===== src/hdl/assert_macros.svh =====
// Assertion helper macros used by polar_pattern_to_ludwig3.
`ifndef ASSERT_MACROS_SVH
`define ASSERT_MACROS_SVH

// Implication checked at every rising clock edge outside reset.
`define ASSERT_IMPLY(label, clk, rst, lhs, rhs, msg) \
   label: assert property (@(posedge clk) disable iff (rst) (lhs) |-> (rhs)) \
      else $error(msg);

// Next-cycle implication checked outside reset.
`define ASSERT_NEXT(label, clk, rst, lhs, rhs, msg) \
   label: assert property (@(posedge clk) disable iff (rst) (lhs) |=> (rhs)) \
      else $error(msg);

`endif


===== src/hdl/pp2l3_pkg.sv =====
// ----------------------------------------------------------------------------
// pp2l3_pkg
// Shared constants, types and helpers for the Ludwig-3 pattern converter.
// ----------------------------------------------------------------------------
package pp2l3_pkg;

   localparam int CordicSteps = 30;
   localparam int AmpW = 32;
   localparam int CsrIdxW = 2;
   localparam int CsrDataW = 1;

   localparam logic [CsrIdxW-1:0] CSR_DB_MODE = 2'd0;
   localparam logic [CsrIdxW-1:0] CSR_SKIP_HORIZON = 2'd1;
   localparam logic [CsrIdxW-1:0] CSR_SKIP_POLES = 2'd2;

   localparam logic signed [33:0] CordicGain = 34'sd652032874;
   localparam logic signed [33:0] OneQ30 = 34'sd1073741824;
   localparam logic signed [63:0] DbToLog2 = 64'sd1426757253;
   localparam logic [63:0] Ln2Q32 = 64'd2977044472;

   // signed element types, so that selects out of packed arrays stay signed
   typedef logic signed [AmpW-1:0] amp_type;
   typedef logic signed [63:0]     wide_type;
   typedef logic signed [33:0]     trig_type;
   typedef logic signed [15:0]     expo_type;

   // 34-bit x, y, z payloads plus quadrant and bypass: one CORDIC element per sincos unit
   typedef struct packed {
      logic signed [33:0] x;
      logic signed [33:0] y;
      logic signed [33:0] z;
      logic [1:0]         quad;
      logic               bypass;
   } cordic_type;

   function automatic logic signed [33:0] atan_lut(input logic [4:0] i);
      logic signed [33:0] v;
      case (i)
         5'd0: v = 34'sd536870912;   5'd1: v = 34'sd316933406;
         5'd2: v = 34'sd167458907;   5'd3: v = 34'sd85004756;
         5'd4: v = 34'sd42667331;    5'd5: v = 34'sd21354465;
         5'd6: v = 34'sd10679838;    5'd7: v = 34'sd5340245;
         5'd8: v = 34'sd2670163;     5'd9: v = 34'sd1335087;
         5'd10: v = 34'sd667544;     5'd11: v = 34'sd333772;
         5'd12: v = 34'sd166886;     5'd13: v = 34'sd83443;
         5'd14: v = 34'sd41722;      5'd15: v = 34'sd20861;
         5'd16: v = 34'sd10430;      5'd17: v = 34'sd5215;
         5'd18: v = 34'sd2608;       5'd19: v = 34'sd1304;
         5'd20: v = 34'sd652;        5'd21: v = 34'sd326;
         5'd22: v = 34'sd163;        5'd23: v = 34'sd81;
         5'd24: v = 34'sd41;         5'd25: v = 34'sd20;
         5'd26: v = 34'sd10;         5'd27: v = 34'sd5;
         5'd28: v = 34'sd3;          5'd29: v = 34'sd1;
         default: v = 34'sd0;
      endcase
      return v;
   endfunction

   // Reciprocal of k in unsigned Q2.34, k = 1..12, for exact floor division of Horner terms.
   function automatic logic [35:0] recip_lut(input logic [3:0] k);
      logic [35:0] v;
      case (k)
         4'd1: v = 36'd17179869184;  4'd2: v = 36'd8589934592;
         4'd3: v = 36'd5726623062;   4'd4: v = 36'd4294967296;
         4'd5: v = 36'd3435973837;   4'd6: v = 36'd2863311531;
         4'd7: v = 36'd2454267027;   4'd8: v = 36'd2147483648;
         4'd9: v = 36'd1908874354;   4'd10: v = 36'd1717986919;
         4'd11: v = 36'd1561806290;  4'd12: v = 36'd1431655766;
         default: v = 36'd0;
      endcase
      return v;
   endfunction

   function automatic logic signed [AmpW-1:0] sat32(input logic signed [63:0] v);
      if (v > 64'sd2147483647) return 32'sh7FFFFFFF;
      if (v < -64'sd2147483648) return 32'sh80000000;
      return v[AmpW-1:0];
   endfunction

endpackage


===== src/hdl/pp2l3_cordic_cell.sv =====
// ----------------------------------------------------------------------------
// pp2l3_cordic_cell
// One rotation-mode CORDIC micro-rotation for three sincos lanes.
// ----------------------------------------------------------------------------
module pp2l3_cordic_cell #(
   parameter int Step = 0
) (
   input  logic                       clock,
   input  logic                       en,
   input  pp2l3_pkg::cordic_type [2:0] d_in,
   output pp2l3_pkg::cordic_type [2:0] d_out
);
   import pp2l3_pkg::*;

   localparam logic signed [33:0] Atan = atan_lut(5'(Step));

   cordic_type [2:0] d_ff, d_in_nx;

   always_comb begin
      for (int l = 0; l < 3; l++) begin
         d_in_nx[l] = d_in[l];
         if (!d_in[l].bypass) begin
            if (!d_in[l].z[33]) begin
               d_in_nx[l].x = d_in[l].x - (d_in[l].y >>> Step);
               d_in_nx[l].y = d_in[l].y + (d_in[l].x >>> Step);
               d_in_nx[l].z = d_in[l].z - Atan;
            end else begin
               d_in_nx[l].x = d_in[l].x + (d_in[l].y >>> Step);
               d_in_nx[l].y = d_in[l].y - (d_in[l].x >>> Step);
               d_in_nx[l].z = d_in[l].z + Atan;
            end
         end
      end
   end

   always_ff @(posedge clock) begin
      if (en) d_ff <= d_in_nx;
   end

   assign d_out = d_ff;
endmodule


===== config.mk =====
export PLATFORM = sky130hd
export DESIGN_NAME = pp2l3_cordic_cell
export DESIGN_NICKNAME = d
export VERILOG_FILES = /design/src/hdl/assert_macros.svh /design/src/hdl/pp2l3_pkg.sv /design/src/hdl/pp2l3_cordic_cell.sv
export SDC_FILE = /design/constraint.sdc
export NUM_CORES = 1
export LEC_CHECK = 0
export BUFFER_PORTS_ARGS = -buffer_cell sky130_fd_sc_hd__buf_2
export CORE_AREA = 3 3 247 249
export DETAILED_ROUTE_END_ITERATION = 8
export DIE_AREA = 0 0 250 252
export PLACE_DENSITY_LB_ADDON = 0.2
export SLEW_MARGIN = 15
export SYNTH_ARGS = -nofsm -noshare
export SYNTH_HDL_FRONTEND = slang
export SYNTH_SLANG_ARGS = --single-unit

===== constraint.sdc =====
create_clock -name clock -period 3.65 [get_ports clock]
set_input_delay 0.1825 -clock clock [delete_from_list [all_inputs] [get_ports clock]]
set_output_delay 0.1825 -clock clock [all_outputs]
set_load 0.01 [all_outputs]

# Word level (Yosys, flattened, before mapping)
# Cells that the tools add are included.
# word_totals
regBits,315
in_bits,317
out_inout_bits,315
word_cells,36
# classes
addsub,15
n_mux,6
# op_table
op,count
$mux 102,6
$sub 34x34->34,6
$add 34x31->34 const B,3
$add 34x34->34,3
$sub 34x31->34 const B,3

# Depth between registers and ports, before layout
# Gate-level depths: netlist (run 1).
# logic_depth
word_depth,3
depth_mapped,14
ltp_nobuf,13

# Worst setup path after synthesis (run 1)
# No wires, ideal clock.
# synth_path
path_type,input-to-reg
start,input port d_in[142] (netlist name)
end,"register d_ff, in the netlist d_out[168] (data pin)"
setup_ns,0.267
arrival_time_ns,2.612
required_ns,3.383
setup_slack_ns,0.772
stages,12
path_buffers,0
cell_sequence,ha_1 > fa_1 > nand2b_1 > a21oi_1 > o211a_1 > or3_1 > o31ai_1 > a21oi_1 > a41oi_1 > o311ai_0 > xnor2_1 > o21ai_0
# synth_lines
item,line_no,rtl
from (decl),pp2l3_cordic_cell.sv:10,"input pp2l3_pkg::cordic_type [2:0] d_in,"
to (signal assigned),pp2l3_cordic_cell.sv:37,if (en) d_ff <= d_in_nx;
to (decl),pp2l3_cordic_cell.sv:17,"cordic_type [2:0] d_ff, d_in_nx;"

==> impl_metrics.prom, run 1 <==
# TYPE chip_impl_metric gauge
chip_impl_metric{name="grt_max_degree",unit=""} 86
chip_impl_metric{name="total_buffers_and_inverters_traversed_by_the_critical_path",unit=""} 4
chip_impl_metric{name="globalRouteOverflowTotal",unit=""} 0
chip_impl_metric{name="avgSynthCellArea",unit="µm²"} 8.42
chip_impl_info{name="startpoint_of_the_most_critical_hold_path",value="d_in[88]"} 1
chip_impl_info{name="post-synth-top-count-cell",value="sky130_fd_sc_hd__a21oi_1"} 1
chip_impl_metric{name="timing.critical_path.fanout_max",unit=""} 7
chip_impl_metric{name="drv.max_cap_violation_count",unit=""} 0
chip_impl_metric{name="power.density",unit="nW/µm²"} 361
chip_impl_metric{name="place_area",unit="µm²"} 34300
chip_impl_metric{name="hold_path_depth",unit=""} 3
chip_impl_info{name="cts_tree",value="done"} 1
chip_impl_metric{name="wirelength",unit="µm"} 115000
chip_impl_metric{name="fillerInstances",unit=""} 5082
chip_impl_metric{name="synth_top_area_share",unit=""} 0.318
chip_impl_info{name="synthDominantAreaCellType",value="sky130_fd_sc_hd__edfxtp_1"} 1
chip_impl_metric{name="floorplan.die.height",unit="µm"} 252
chip_impl_metric{name="mappedNetlistArea",unit="µm²"} 29700
chip_impl_metric{name="postLayoutCellArea",unit="µm²"} 38000
chip_impl_metric{name="ys_async_sr_fraction",unit=""} 0
chip_impl_metric{name="peak_per_stage_delay_on_the_critical_path",unit="ns"} 0.56
chip_impl_metric{name="worst_ir_drop_vdd",unit="mV"} 0.372
chip_impl_metric{name="synthDistinctLibCells",unit=""} 89
chip_impl_metric{name="drv_slew",unit=""} 0
chip_impl_info{name="cp-start-kind",value="input port"} 1
chip_impl_metric{name="floorplan.die_area",unit="µm²"} 63000
chip_impl_metric{name="final_antenna_violating_net_count",unit=""} 0
chip_impl_metric{name="number_of_iterations_in_the_first_detailed_routing_pass",unit=""} 6
chip_impl_metric{name="htreeDepth",unit=""} 2
chip_impl_metric{name="synth_edf_count",unit=""} 315
chip_impl_metric{name="critPathArrivalTime",unit="ns"} 3.92
chip_impl_metric{name="slew_headroom",unit=""} 0.335
chip_impl_metric{name="layout-drive-gt1-share",unit=""} 0.208
chip_impl_metric{name="final_worst_path_cycle_share",unit=""} 0.988
chip_impl_metric{name="std_cell_rows",unit=""} 89
chip_impl_info{name="unrepaired_setup_endpoints_after_global_routing",value="false"} 1
chip_impl_metric{name="detailroute.via_count",unit=""} 30700
chip_impl_metric{name="post_drt_wl_per_cell",unit="µm"} 22.1
chip_impl_metric{name="yosysWarnings",unit=""} 0
chip_impl_metric{name="worstPathRequired",unit="ns"} 3.97
chip_impl_metric{name="yosysSeqAreaShare",unit=""} 0.318
chip_impl_info{name="timing.critical_path.cells",value="dlygate4sd3_1 -> buf_2 -> ha_1 -> buf_4 -> and3_1 -> nand4_1 -> a21oi_1 -> o31ai_1 -> buf_4 -> o21ai_0 -> a221o_1 -> a31oi_1 -> o211ai_1 -> mux2i_1 -> xnor2_1"} 1
chip_impl_metric{name="buffers_on_ports",unit=""} 631
chip_impl_metric{name="synth_fp_nets",unit=""} 4162
chip_impl_metric{name="core_region_area",unit="µm²"} 58900
chip_impl_info{name="critical-path-top-delay-family",value="compound AO/OA/AOI/OAI gates"} 1
chip_impl_metric{name="totalNegativeSetupSlack",unit="ns"} 0
chip_impl_info{name="criticalPathCategory",value="input port to flip-flop"} 1
chip_impl_metric{name="cts.sinks",unit=""} 315
chip_impl_metric{name="syn2layout_area_growth",unit="%"} 27.9
chip_impl_metric{name="detailedRoute.firstIterationViolations",unit=""} 3032
chip_impl_metric{name="drt-vias-per-instance",unit=""} 5.89
chip_impl_metric{name="grt_pass1_wl",unit="µm"} 172000
chip_impl_info{name="clock-root-buffer",value="sky130_fd_sc_hd__clkbuf_16"} 1
chip_impl_info{name="cpMostUsedCell",value="sky130_fd_sc_hd__buf_4"} 1
chip_impl_metric{name="cts_made_buffers",unit=""} 37
chip_impl_metric{name="initial_util",unit=""} 0.504
chip_impl_info{name="crit_slowest_cell",value="sky130_fd_sc_hd__dlygate4sd3_1"} 1
chip_impl_metric{name="timing.final.crit_period",unit="ns"} 3.61
chip_impl_info{name="post_synth_top_cells",value="417 x sky130_fd_sc_hd__a21oi_1, 316 x sky130_fd_sc_hd__o21ai_0, 315 x sky130_fd_sc_hd__edfxtp_1"} 1
chip_impl_metric{name="finalHoldViolations",unit=""} 0
chip_impl_metric{name="dp.final_hpwl",unit="µm"} 87800
chip_impl_metric{name="cts.path.max_buffers",unit=""} 3
chip_impl_info{name="hold_class",value="input port to flip-flop"} 1
chip_impl_info{name="dominantRegCellSynth",value="sky130_fd_sc_hd__edfxtp_1"} 1
chip_impl_metric{name="hold-worst-slack",unit="ns"} 0.0211
chip_impl_info{name="ys_top_cells_by_area",value="sky130_fd_sc_hd__edfxtp_1 32%, sky130_fd_sc_hd__ha_1 13%, sky130_fd_sc_hd__a21oi_1 7.0%"} 1
chip_impl_metric{name="grt_usage",unit=""} 0.346
chip_impl_metric{name="finalPower",unit="µW"} 13700
chip_impl_info{name="result_of_the_run",value="completed"} 1
chip_impl_metric{name="drcViolationCount",unit=""} 0
chip_impl_metric{name="cts.reportedPaths.clkPinSlew",unit="ns"} 0.06
chip_impl_metric{name="fmax",unit="GHz"} 0.277
chip_impl_info{name="min_delay_worst_endpoint",value="d_out[88]"} 1
chip_impl_metric{name="finalCoreUtilization",unit=""} 0.645
chip_impl_info{name="worst_setup_path_end_kind",value="flip-flop"} 1
chip_impl_metric{name="static-leakage-power",unit="µW"} 0.0170
chip_impl_metric{name="finalSetupViolations",unit=""} 0
chip_impl_metric{name="tightest_slew",unit="ns"} 0.998
chip_impl_metric{name="floorplan.io_pins",unit=""} 632
chip_impl_metric{name="grt_pass1_vias",unit=""} 29600
chip_impl_metric{name="die_x",unit="µm"} 250
chip_impl_metric{name="largest_register_ffs",unit=""} 315
chip_impl_metric{name="yosys_register_bits",unit=""} 315
chip_impl_metric{name="routabilityCongestion",unit=""} 1.01
chip_impl_metric{name="final_nets",unit=""} 5034
chip_impl_metric{name="antenna_found_initial",unit=""} 14
chip_impl_metric{name="netlist_instances",unit=""} 3527
-- cell families after synthesis --
| group | Yosys count | share of synthesized area |
|---|---|---|
| and+or+nand+nor | 896 | 0.141 |
| AOI/OAI and AO/OA | 1212 | 0.251 |
| muxes | 90 | 0.0307 |
| buffers and inverters | 504 | 0.0651 |
| DFF | 315 | 0.318 |
| xor gates and xnor gates | 192 | 0.0566 |
| adders and majority gates | 318 | 0.137 |
-- cells in the final DEF (no fill, tap or decap), types with 153 or more instances in the layout --
| cell type | synthesis | final |
|---|---|---|
| sky130_fd_sc_hd__nand2_1 | 256 | 256 |
| sky130_fd_sc_hd__buf_4 | 1 | 153 |
| sky130_fd_sc_hd__inv_1 | 311 | 311 |
| sky130_fd_sc_hd__ha_1 | 306 | 298 |
| sky130_fd_sc_hd__dlygate4sd3_1 | 0 | 228 |
| sky130_fd_sc_hd__xnor2_1 | 167 | 167 |
| sky130_fd_sc_hd__nor2_1 | 282 | 282 |
| sky130_fd_sc_hd__edfxtp_1 | 315 | 315 |
| sky130_fd_sc_hd__o21ai_0 | 316 | 315 |
| sky130_fd_sc_hd__a21oi_1 | 417 | 416 |
| sky130_fd_sc_hd__buf_2 | 24 | 627 |
-- where the power goes --
part	switching (µW)	internal [µW]	total, µW
combinational	3150	2060	5210
clock	1640	2220	3870
sequential	136	4500	4640
-- per-stage QoR --
stage	setup WS (ns)	cells
after floorplan	0.772	3527
after global placement	0.0347	4904
after CTS	0.0649	5199
after global routing	0.00247	5207
after detailed placement	0.0197	4904
final	0.0427	5209
-- tightest hold or removal path: stages --
cell and delay, ns:
sky130_fd_sc_hd__buf_2 0.12, sky130_fd_sc_hd__inv_1 0.07, sky130_fd_sc_hd__a21oi_1 0.07
-- metal layers --
metal / wire length (µm) / vias to the layer above / track usage
met5: 21 / - / 0
met4: 4270 / 4 / 0.121
met3: 10700 / 271 / 0.0766
met2: 55000 / 1618 / 0.593
met1: 45000 / 14400 / 0.432
li1: - / 14400 / -
-- how the worst max path moves through the flow --
stage / to / slack [ns] / start / depth (start not counted)
final: d_out[314] / 0.04 / d_in[287] / 15
after global routing: d_out[314] / 0.002 / d_in[258] / 15
after CTS: d_out[208] / 0.06 / d_in[161] / 14
after detailed placement: d_out[208] / 0.02 / d_in[161] / 13
after global placement: d_out[204] / 0.03 / d_in[157] / 15
after floorplan: d_out[168] / 0.77 / d_in[142] / 12
-- layout make-up --
type	instances	area (µm²)	area share
multi-input combinational	2708	18400	0.485
clock buffer	38	930	0.0245
timing repair buffer	1014	6680	0.176
tap	773	967	0.0255
clock inverter	29	303	0.00797
antenna	9	22.5	0.000593
inverter	323	1210	0.0319
sequential	315	9460	0.249
-- what timing repair did --
| action | in CTS | in global routing |
|---|---|---|
| setup buffers | 0 | 1 |
| endpoints found under the hold margin | 228 | 0 |
| endpoints found under the setup margin | 0 | 27 |
| gates resized for setup | 0 | 30 |
| hold buffers | 228 | 0 |
Power figures use the tool's default switching activity.
==> run 2, diff against run 1 <==
CORE_AREA = 5 5 242 244   (was 3 3 247 249)
DIE_AREA = 0 0 247 249   (was 0 0 250 252)
==> impl_metrics.prom, run 2 (same netlist as run 1, synthesis figures left out) <==
# TYPE chip_impl_metric gauge
chip_impl_info{name="result_of_the_run",value="completed"} 1
chip_impl_metric{name="use_met3",unit=""} 0.0779
chip_impl_metric{name="post_drt_wl_per_cell",unit="µm"} 21.7
chip_impl_metric{name="drt-vias-per-instance",unit=""} 5.91
chip_impl_metric{name="finalCoreUtilization",unit=""} 0.669
chip_impl_metric{name="grt_pass1_vias",unit=""} 29200
chip_impl_metric{name="final_antenna_violating_net_count",unit=""} 0
chip_impl_metric{name="cts.sinks",unit=""} 315
chip_impl_metric{name="worst_ir_drop_vdd",unit="mV"} 0.522
chip_impl_metric{name="drv.max_cap_violation_count",unit=""} 0
chip_impl_metric{name="tightest_slew",unit="ns"} 1.00
chip_impl_metric{name="timing.final.crit_period",unit="ns"} 3.56
chip_impl_metric{name="setup_slack",unit="ns"} 0.0903
chip_impl_info{name="worst_setup_path_end_kind",value="flip-flop"} 1
chip_impl_metric{name="detailedRoute.firstIterationViolations",unit=""} 3142
chip_impl_metric{name="layout-drive-gt1-share",unit=""} 0.200
chip_impl_metric{name="finalHoldViolations",unit=""} 0
chip_impl_metric{name="met2_usage",unit=""} 0.564
chip_impl_metric{name="cts_made_buffers",unit=""} 36
chip_impl_metric{name="core_region_area",unit="µm²"} 56100
chip_impl_metric{name="floorplan.die.height",unit="µm"} 249
chip_impl_metric{name="fillerInstances",unit=""} 4618
chip_impl_metric{name="largest_register_ffs",unit=""} 315
chip_impl_info{name="criticalPathCategory",value="input port to flip-flop"} 1
chip_impl_metric{name="dp.final_hpwl",unit="µm"} 85700
chip_impl_metric{name="wirelength",unit="µm"} 112000
chip_impl_metric{name="final_nets",unit=""} 4988
chip_impl_metric{name="slew_headroom",unit=""} 0.331
chip_impl_metric{name="globalRouteOverflowTotal",unit=""} 0
chip_impl_metric{name="floorplan.io_pins",unit=""} 632
chip_impl_metric{name="initial_util",unit=""} 0.530
chip_impl_metric{name="totalNegativeSetupSlack",unit="ns"} 0
chip_impl_metric{name="timing.critical_path.fanout_max",unit=""} 4
chip_impl_metric{name="static-leakage-power",unit="µW"} 0.0168
chip_impl_info{name="grt.busiest_layer",value="met2"} 1
chip_impl_metric{name="fmax",unit="GHz"} 0.281
chip_impl_metric{name="power.density",unit="nW/µm²"} 358
chip_impl_metric{name="detailedPlace.worstSlack",unit="ns"} 0.0537
chip_impl_metric{name="htreeDepth",unit=""} 2
chip_impl_metric{name="routabilityCongestion",unit=""} 1.07
chip_impl_metric{name="die_x",unit="µm"} 247
chip_impl_metric{name="floorplan.die_area",unit="µm²"} 61500
chip_impl_info{name="hold_class",value="input port to flip-flop"} 1
chip_impl_metric{name="final_worst_path_cycle_share",unit=""} 0.975
chip_impl_metric{name="buffers_on_ports",unit=""} 631
chip_impl_metric{name="finalSetupViolations",unit=""} 0
chip_impl_info{name="final_cell_mix",value="627 x sky130_fd_sc_hd__buf_2, 416 x sky130_fd_sc_hd__a21oi_1, 315 x sky130_fd_sc_hd__edfxtp_1"} 1
chip_impl_info{name="cts_tree",value="done"} 1
chip_impl_metric{name="detailroute.via_count",unit=""} 30400
chip_impl_metric{name="std_cell_rows",unit=""} 87
chip_impl_info{name="layout_commonest_cell",value="sky130_fd_sc_hd__buf_2"} 1
chip_impl_metric{name="drv_slew",unit=""} 0
chip_impl_info{name="clock-root-buffer",value="sky130_fd_sc_hd__clkbuf_16"} 1
chip_impl_metric{name="grt_max_degree",unit=""} 89
chip_impl_metric{name="critPathArrivalTime",unit="ns"} 3.87
chip_impl_info{name="cp-start-kind",value="input port"} 1
chip_impl_metric{name="cts.reportedPaths.clkPinSlew",unit="ns"} 0.06
chip_impl_metric{name="drcViolationCount",unit=""} 0
chip_impl_metric{name="cts.path.max_buffers",unit=""} 3
chip_impl_metric{name="grt_pass1_wl",unit="µm"} 167000
chip_impl_metric{name="worstPathRequired",unit="ns"} 3.96
chip_impl_metric{name="number_of_iterations_in_the_first_detailed_routing_pass",unit=""} 6
chip_impl_metric{name="syn2layout_area_growth",unit="%"} 26.3
chip_impl_metric{name="grt.met1_usage",unit=""} 0.433
chip_impl_metric{name="grt_usage",unit=""} 0.343
chip_impl_metric{name="antenna_found_initial",unit=""} 21
[run 2: critical path, cell delays in order]
cell and delay (ns):
sky130_fd_sc_hd__dlygate4sd3_1 0.53, sky130_fd_sc_hd__buf_2 0.14, sky130_fd_sc_hd__ha_1 0.22, sky130_fd_sc_hd__fa_1 0.42, sky130_fd_sc_hd__nor2b_1 0.17, sky130_fd_sc_hd__o211ai_1 0.20, sky130_fd_sc_hd__buf_4 0.17, sky130_fd_sc_hd__a21oi_1 0.10
sky130_fd_sc_hd__o31ai_1 0.44, sky130_fd_sc_hd__a31oi_2 0.29, sky130_fd_sc_hd__a21o_1 0.23, sky130_fd_sc_hd__a32oi_1 0.18, sky130_fd_sc_hd__o311ai_0 0.22, sky130_fd_sc_hd__a211oi_1 0.30, sky130_fd_sc_hd__a21oi_1 0.08
[run 2: cell type report]
cell class                 count  area [µm²]  share of cell area
tap                          756         946              0.0252
inverter                     323        1210              0.0323
clock buffer                  44         931              0.0248
multi-input combinational   2708       18400               0.490
timing repair buffer         969        6300               0.168
clock inverter                21         241             0.00643
sequential                   315        9460               0.252
antenna                       19        47.5             0.00127
[run 2: path summary, 6_finish.rpt]
path	startpoint	endpoint	slack (ns)	cells after the start
setup / recovery	d_in[71]	d_out[97]	0.09	15
hold / removal	d_in[157]	d_out[157]	0.01	3
[run 2: per-stage QoR]
stage | instance area (µm²) | power, µW | instances | hold slack (ns)
2_1_floorplan | 29700 | 7590 | 3527 | 0.281
3_3_place_gp | 34100 | 9420 | 4859 | 0.359
3_5_place_dp | 34100 | 9430 | 4859 | 0.361
4_1_cts | 37400 | 13300 | 5135 | 0.000472
5_1_grt | 37500 | 14100 | 5151 | 0.0170
6_report | 37500 | 13400 | 5155 | 0.0137
[run 2: power by group]
part | total, µW | switching [µW] | internal, µW
clock | 3710 | 1590 | 2120
combinational | 5100 | 3090 | 2010
sequential | 4630 | 135 | 4500
total | 13400 | 4810 | 8630
[run 2: timing repair]
action                     CTS  global route
hold endpoints to repair   211             0
gates resized for setup      0            20
setup buffers                0             1
hold buffers               211             0
setup endpoints to repair    0            21
[run 2: per-layer routing]
| metal | share of wire | routed length, µm |
|---|---|---|
| met5 | 0.00024 | 27 |
| met4 | 0.047 | 5270 |
| met3 | 0.097 | 10800 |
| met2 | 0.47 | 52600 |
| met1 | 0.39 | 43100 |
